$ cat config.mk
export PLATFORM = sky130hd
export DESIGN_NAME = kpls_slot_hash
export DESIGN_NICKNAME = d
export VERILOG_FILES = /design/src/kpls_pkg.sv /design/src/kpls_slot_hash.sv
export SDC_FILE = /design/constraint.sdc
export NUM_CORES = 2
export LEC_CHECK = 0
export ABC_AREA = 1
export ABC_CLOCK_PERIOD_IN_PS = 8200
export BUFFER_PORTS_ARGS = -buffer_cell sky130_fd_sc_hd__buf_2
export CORE_MARGIN = 3
export CORE_UTILIZATION = 45
export DETAILED_ROUTE_END_ITERATION = 12
export GPL_TIMING_DRIVEN = 0
export SLEW_MARGIN = 20
export SYNTH_ARGS = -nofsm -noshare
export SYNTH_HDL_FRONTEND = slang
export SYNTH_SLANG_ARGS = --single-unit
$ cat constraint.sdc
create_clock -name clk_i -period 8.2 [get_ports clk_i]
set_clock_uncertainty 0.2 [all_clocks]
set_input_delay 1.64 -clock clk_i [delete_from_list [all_inputs] [get_ports clk_i]]
set_output_delay 1.64 -clock clk_i [all_outputs]
set_load 0.03 [all_outputs]
$ cat src/kpls_pkg.sv
// ----------------------------------------------------------------------------
// kpls_pkg: shared types and constants of the k-mer pair last-seen map
// Holds the channel payload types, the status and operation codes, the
// configuration register indexes and the hash multiplier.
// ----------------------------------------------------------------------------
package kpls_pkg;

  localparam int ID_W      = 32;
  localparam int BASE_W    = 2;
  localparam int BLOCK_W   = 6;
  localparam int COUNT_W   = 8;
  localparam int CFG_IDX_W = 2;
  localparam int STATUS_W  = 2;

  // Base counter saturates here; positions at or above it are never collected.
  localparam logic [COUNT_W-1:0] COUNT_MAX = 8'd255;

  // Multiplicative hash constant (golden ratio, 64 bits).
  localparam logic [63:0] HASH_MULT = 64'h9E37_79B9_7F4A_7C15;

  // Request operations.
  localparam logic OP_PUSH  = 1'b0;
  localparam logic OP_CLEAR = 1'b1;

  // Result status codes.
  localparam logic [STATUS_W-1:0] STATUS_SHORT = 2'd0;
  localparam logic [STATUS_W-1:0] STATUS_FIRST = 2'd1;
  localparam logic [STATUS_W-1:0] STATUS_SEEN  = 2'd2;
  localparam logic [STATUS_W-1:0] STATUS_FULL  = 2'd3;

  // Configuration register indexes.
  localparam logic [CFG_IDX_W-1:0] REG_FIRST_BLOCK  = 2'd0;
  localparam logic [CFG_IDX_W-1:0] REG_SECOND_BLOCK = 2'd1;

  typedef struct packed {
    logic              operation;
    logic [ID_W-1:0]   read_id;
    logic [BASE_W-1:0] base;
    logic              last;
  } kpls_in_t;

  typedef struct packed {
    logic [ID_W-1:0]     link_id;
    logic [STATUS_W-1:0] status;
  } kpls_out_t;

  typedef struct packed {
    logic [CFG_IDX_W-1:0] index;
    logic [BLOCK_W-1:0]   data;
  } kpls_cfg_t;

  // Status of the slot hash unit as seen by the controller.
  typedef struct packed {
    logic busy;
    logic done;
  } kpls_hash_stat_t;

endpackage

$ cat src/kpls_slot_hash.sv
// ----------------------------------------------------------------------------
// kpls_slot_hash: multi-cycle slot hash unit
// Multiplies the combined key by the 64-bit hash constant modulo 2^64 with one
// shared 32x32 multiplier, then reduces the upper product word modulo the
// table size four bits per cycle.
// ----------------------------------------------------------------------------
module kpls_slot_hash #(
  parameter int COMBO_W       = 32,
  parameter int TABLE_ENTRIES = 4096,
  localparam int SLOT_W       = $clog2(TABLE_ENTRIES)
) (
  input  logic                     clk_i,
  input  logic                     rst_ni,
  input  logic                     start_i,
  input  logic [COMBO_W-1:0]       key_i,
  output kpls_pkg::kpls_hash_stat_t stat_o,
  output logic [SLOT_W-1:0]        slot_o
);
  import kpls_pkg::*;

  localparam int REM_W = SLOT_W + 1;
  localparam logic [REM_W-1:0] MOD_N = REM_W'(TABLE_ENTRIES);

  localparam logic [1:0] H_IDLE = 2'd0;
  localparam logic [1:0] H_MUL  = 2'd1;
  localparam logic [1:0] H_MOD  = 2'd2;
  localparam logic [1:0] H_DONE = 2'd3;

  logic [1:0]        state_q, state_d;
  logic [3:0]        step_q;
  logic [63:0]       key_ext;
  logic [31:0]       mul_a, mul_b;
  logic [63:0]       mul_p;
  logic [63:0]       prod_q;
  logic [31:0]       acc_q;
  logic [SLOT_W-1:0] rem_q, rem_next;

  // Operand selection for the shared multiplier: lo*lo, lo*hi, hi*lo.
  assign key_ext = 64'(key_i);
  assign mul_a   = (step_q == 4'd2) ? key_ext[63:32] : key_ext[31:0];
  assign mul_b   = (step_q == 4'd1) ? HASH_MULT[63:32] : HASH_MULT[31:0];
  assign mul_p   = {32'd0, mul_a} * {32'd0, mul_b};

  // Four restoring remainder steps on the top nibble of the hash word.
  always_comb begin : rem_step
    logic [REM_W-1:0] r;
    r = REM_W'(rem_q);
    for (int j = 0; j < 4; j++) begin
      r = {r[SLOT_W-1:0], acc_q[31-j]};
      if (r >= MOD_N) begin
        r = r - MOD_N;
      end
    end
    rem_next = r[SLOT_W-1:0];
  end

  // Sequencer next state: steps 0 to 3 multiply, steps 4 to 11 reduce.
  always_comb begin
    state_d = state_q;
    case (state_q)
      H_IDLE: begin
        if (start_i) state_d = H_MUL;
      end
      H_MUL: begin
        if (step_q == 4'd3) state_d = H_MOD;
      end
      H_MOD: begin
        if (step_q == 4'd11) state_d = H_DONE;
      end
      H_DONE:  state_d = H_IDLE;
      default: state_d = H_IDLE;
    endcase
  end

  // Control registers.
  always_ff @(posedge clk_i or negedge rst_ni) begin
    if (!rst_ni) begin
      state_q <= H_IDLE;
      step_q  <= 4'd0;
    end else begin
      state_q <= state_d;
      if (state_q == H_IDLE) begin
        step_q <= 4'd0;
      end else begin
        step_q <= step_q + 4'd1;
      end
    end
  end

  // Datapath: product accumulation, then the remainder sweep.
  always_ff @(posedge clk_i) begin
    case (state_q)
      H_MUL: begin
        prod_q <= mul_p;
        case (step_q)
          4'd1:    acc_q <= prod_q[63:32];
          4'd2:    acc_q <= acc_q + prod_q[31:0];
          4'd3: begin
            acc_q <= acc_q + prod_q[31:0];
            rem_q <= '0;
          end
          default: acc_q <= acc_q;
        endcase
      end
      H_MOD: begin
        rem_q <= rem_next;
        acc_q <= {acc_q[27:0], 4'd0};
      end
      default: begin
        acc_q <= acc_q;
      end
    endcase
  end

  assign stat_o.busy = (state_q != H_IDLE);
  assign stat_o.done = (state_q == H_DONE);
  assign slot_o      = rem_q;

endmodule

== Yosys cells after proc, flatten, opt, wreduce, memory -nomap -nowiden ==
Index checks and enable logic that the tools add are counted.

* Flip-flop bits (word level): 114

* Reductions and logical operators: 7
* Multiplexer cells: 15
* Add/sub/neg operators: 6
* $lt $le $gt $ge: 4
* Equal/unequal tests: 11
* $mul: 1

{| class="wikitable"
|+ Operators by type and width
! operator !! count
|-
| $pmux W32 S2 || 2
|-
| $mul A32 B32 Y64 || 1
|-
| $mux W32 || 2
|-
| $mux W12 || 5
|-
| $ge A13 B13 Y1 const B || 4
|-
| $sub A12 B1 Y12 const B || 4
|-
| $add A32 B32 Y32 || 1
|-
| $pmux W12 S2 || 1
|-
| $eq A4 B2 Y1 const B || 2
|-
| $pmux W2 S4 || 1
|-
| $mux W2 || 3
|-
| $ne A2 B2 Y1 const B || 3
|-
| $add A4 B1 Y4 const B || 1
|-
| $eq A2 B2 Y1 const B || 2
|-
| $eq A4 B1 Y1 const B || 1
|-
| $eq A4 B4 Y1 const B || 1
|-
| $mux W4 || 1
|-
| $reduce_and A2 Y1 || 2
|-
| $reduce_bool A2 Y1 || 2
|-
| $ne A3 B3 Y1 const B || 1
|-
| $reduce_and A3 Y1 || 1
|-
| $eq A2 B1 Y1 const B || 1
|-
| $logic_not A2 Y1 || 1
|-
| $reduce_or A2 Y1 || 1
|}

== Depth between registers and ports, before layout ==
* Depth in word-level cells: 9
* Gate-level depth with buffers: 38

== Worst setup path before layout ==
OpenSTA, ideal clock, no wires.

* Path kind: input port to flip-flop
* Start: in key_i[30]
* End: reg prod_q[52] (data pin)
* Required time: 7.747 ns
* Arrival: 7.613 ns
* Slack: 0.134 ns
* Cell stages on the path: 27
* Cells stage by stage: inv_1 nor2_1 nand2_1 inv_1 ha_1 fa_1 fa_1 inv_1 fa_1 inv_1 fa_1 fa_1 fa_1 inv_1 fa_1 inv_1 ha_1 a21oi_1 o21ai_0 inv_1 o21ai_0 inv_1 nand2_1 nand2_1 nand3_1 nand2_1 nand2_1

* Word-level cells in the longest chain between the ends: 2

{| class="wikitable"
|+ RTL lines
! element !! RTL line !! source
|-
| from (decl) || kpls_slot_hash.sv:15 || <nowiki>input logic [COMBO_W-1:0] key_i,</nowiki>
|-
| $mux W32 || kpls_slot_hash.sv:40 || <nowiki>assign mul_a = (step_q == 4'd2) ? key_ext[63:32] : key_ext[31:0];</nowiki>
|-
| $mul A32 B32 Y64 || kpls_slot_hash.sv:42 || <nowiki>assign mul_p = {32'd0, mul_a} * {32'd0, mul_b};</nowiki>
|-
| net mul_p[52] || kpls_slot_hash.sv:33 || <nowiki>logic [63:0] mul_p;</nowiki>
|-
| to (signal assigned) || kpls_slot_hash.sv:94 || <nowiki>prod_q <= mul_p;</nowiki>
|-
| to (decl) || kpls_slot_hash.sv:34 || <nowiki>logic [63:0] prod_q;</nowiki>
|}

The timed path passes the listed nets, and every way through them passes these cells.
A chain may end at the register's enable or synchronous reset.

== Worst setup path in the final report ==
* Start: in key_i[18]
* End: reg prod_q[27] (data pin)

The elaborated chain is that of the path after synthesis.

==> metrics.yaml <==
status: "finished, final reports clean"
synth_most_common_cell: "inv_1"
globalRouteOverflowTotal: 0
first_pass_iters: 6
post-route-util: 0.5069
period_minus_slack_ns: 8.046
relSlewSlack: 0.4515
tightest_slew_ns: 0.8227
row_count: 99
synth_edf_count: 108
globalplace.congestion: 0.9673
yosysTopAreaCellShare: 0.3448
clk_latency_ns: 0.41
min_to: "slot_o[11]"
cts.sinks: 114
cp_slowest_cell: "fa_2"
setup_viol_count_final: 0
grt_first_pass_wirelength_um: 167000
io_pins: 49
die_w_um: 279.6
grtUsageMet1: 0.3967
use_met3: 0.03250
rsz0062_at_grt: "yes"
ys_seq_area_frac: 0.1008
post_drt_wl_per_cell_um: 20.69
synth_flop_cell: "edfxtp_1"
crit_path_end_kind: "flip-flop"
routed_wl_um: 110400
port_buffers: 48
rrSetupSlack_ns: 0.18
ys_top_cells_by_count: "inv_1, nand2_1, fa_1"
synth_area_leader_cell: "fa_1"
start_kind: "input pin"
cts_hold_buf: 0
dieArea_um2: 78160
core_area_um2: 73580
worstReg2RegEnd: "prod_q[27]"
cts_tree: "done"
grt_use_met2: 0.4759
fillers: 7286
slowest_delay_ns: 0.60
htreeDepth: 4
initial_utilization: 0.4577
reg2reg_from: "step_q[0]"
grt_most_used_layer: "met2"
n_antenna_cell: 0
vias_per_cell: 5.027
syn_area_um2: 33680
fin_crit_sh: 0.9812
clockBufferDepth: 2
crit_type: "input pin to flip-flop"
synth_area_per_cell_um2: 7.998
crit_top_cell: "fa_1"
arrival_ns: 8.07
cp_max_fo: 5
area_delta_synth_final_pct: 10.75
ys_seq_elements: 114
num_vias: 26820
cts.clk_slew.worst_paths_ns: 0.06
min_path_type: "flip-flop to flip-flop"
hold_path_startpoint: "slot_o[7]"
hold_viol: 0
async_flop_share: 0.05263
grt_max_degree: 57
cp_top_family: "adder cells"
grtUsageTotal: 0.2881
die_h_um: 279.6
antenna_found_initial: 1
drv_cap: 0
cts-root-buf: "clkbuf_16"
multi_input_area_um2: 26200
drive_above_1_share: 0.09646
ys_types: 46
syn_inst: 4211
synthTopCellsByArea: "fa_1, ha_1, inv_1, nand2_1, edfxtp_1"
yosys_warnings: 0
fmax_mhz: 124.3
ant_nets: 0
final_nets: 5434
seqCellArea_um2: 3393
dpl.hpwl_um: 98000
post-route-drc-count: 0
timing.critical_path.buf_inv: 9
first_iter_violations: 2071
slew_violations: 0
grt_pass1_vias: 27640
crit_required_ns: 8.22
min_path_cells: 2
worst_r2r_path_depth: 27
cts_inserted_buffers: 17
worst max-delay path by stage:
stage                    from          to  slack (ns)  cells after the start
detailed placement  key_i[29]  prod_q[55]       -1.18                     27
global route        key_i[24]  prod_q[49]       -0.02                     25
global placement    key_i[30]  prod_q[55]       -1.59                     25
CTS                 key_i[12]  prod_q[52]      -0.008                     31
finish              key_i[18]  prod_q[27]        0.15                     27
floorplan           key_i[30]  prod_q[52]        0.13                     27
placed cells by master (no fill, tap or decap), drive strengths merged, types with 4 or more instances in the layout:
cell type,count
o21bai,22
inv,1278
nor3,15
buf,119
nand2,948
nor2,247
clkinvlp,12
xor2,83
ha,457
o21ai,84
clkinv,6
conb,34
dfrtp,6
fa,580
clkbuf,59
xnor2,23
nand3,111
a22oi,7
nand3b,4
a21oi,112
or2,7
nand4,16
edfxtp,108
o21a,21
metrics by stage:
step	hold slack, ns	worst slack [ns]	instances	setup TNS (ns)	area (um^2)
after floorplan	0.2784	0.1345	4243	0	33800
after global placement	0.3098	-1.585	5250	-52.81	35240
after detailed placement	0.3149	-1.176	5252	-42.15	35340
after CTS	0.3305	-0.007762	5308	-0.007762	36350
after global routing	0.3401	-0.02154	5334	-0.07185	37300
final	0.3255	0.1539	5334	0	37300
flip-flops by register name (all words and copies together) (netlist names):
register / flops
prod_q: 64
acc_q: 32
slot_o: 12
step_q: 4
state_q: 2
cells by family after synthesis:
group	Yosys count	share of synthesized area
flip-flops	114	0.1008
XOR/XNOR	106	0.02757
buffers and inverters	1342	0.1514
AND/OR/NAND/NOR	1354	0.1628
other	2	0.0002230
AO/OA/AOI/OAI	256	0.04276
adder cells (fa/ha/maj)	1037	0.5145
per-layer routing:
| metal | vias up | wire length (um) |
|---|---|---|
| met5 | - | 9 |
| met1 | 13040 | 48240 |
| met3 | 185 | 7000 |
| met4 | 2 | 4426 |
| met2 | 911 | 50700 |
| li1 | 12680 | - |
tightest hold or removal path: stages, from the launching register on:
cell	delay, ns
edfxtp_1	0.33
nand2_1	0.05
inv_1	0.04
final cells by class:
cell class              count  area share
multi-input cells        2787      0.7024
inverters                1281      0.1312
flip-flops and latches    114     0.09097
well taps                 959     0.03217
repair buffers            100     0.01899
clock buffers              17     0.01141
plain buffers              61    0.009527
clock inverters            15    0.003321
what timing repair did:
action | 4_1_cts | 5_1_grt
pin swaps | 9 | 25
resized for setup | 92 | 219
gates cloned | 0 | 0
hold endpoints to repair | 0 | 0
buffers inserted | 24 | 26
setup endpoints to repair | 44 | 44
Power is left out: the tool's default activity adds up to more than one toggle a clock period on the data nets, which glitch-free logic cannot reach.
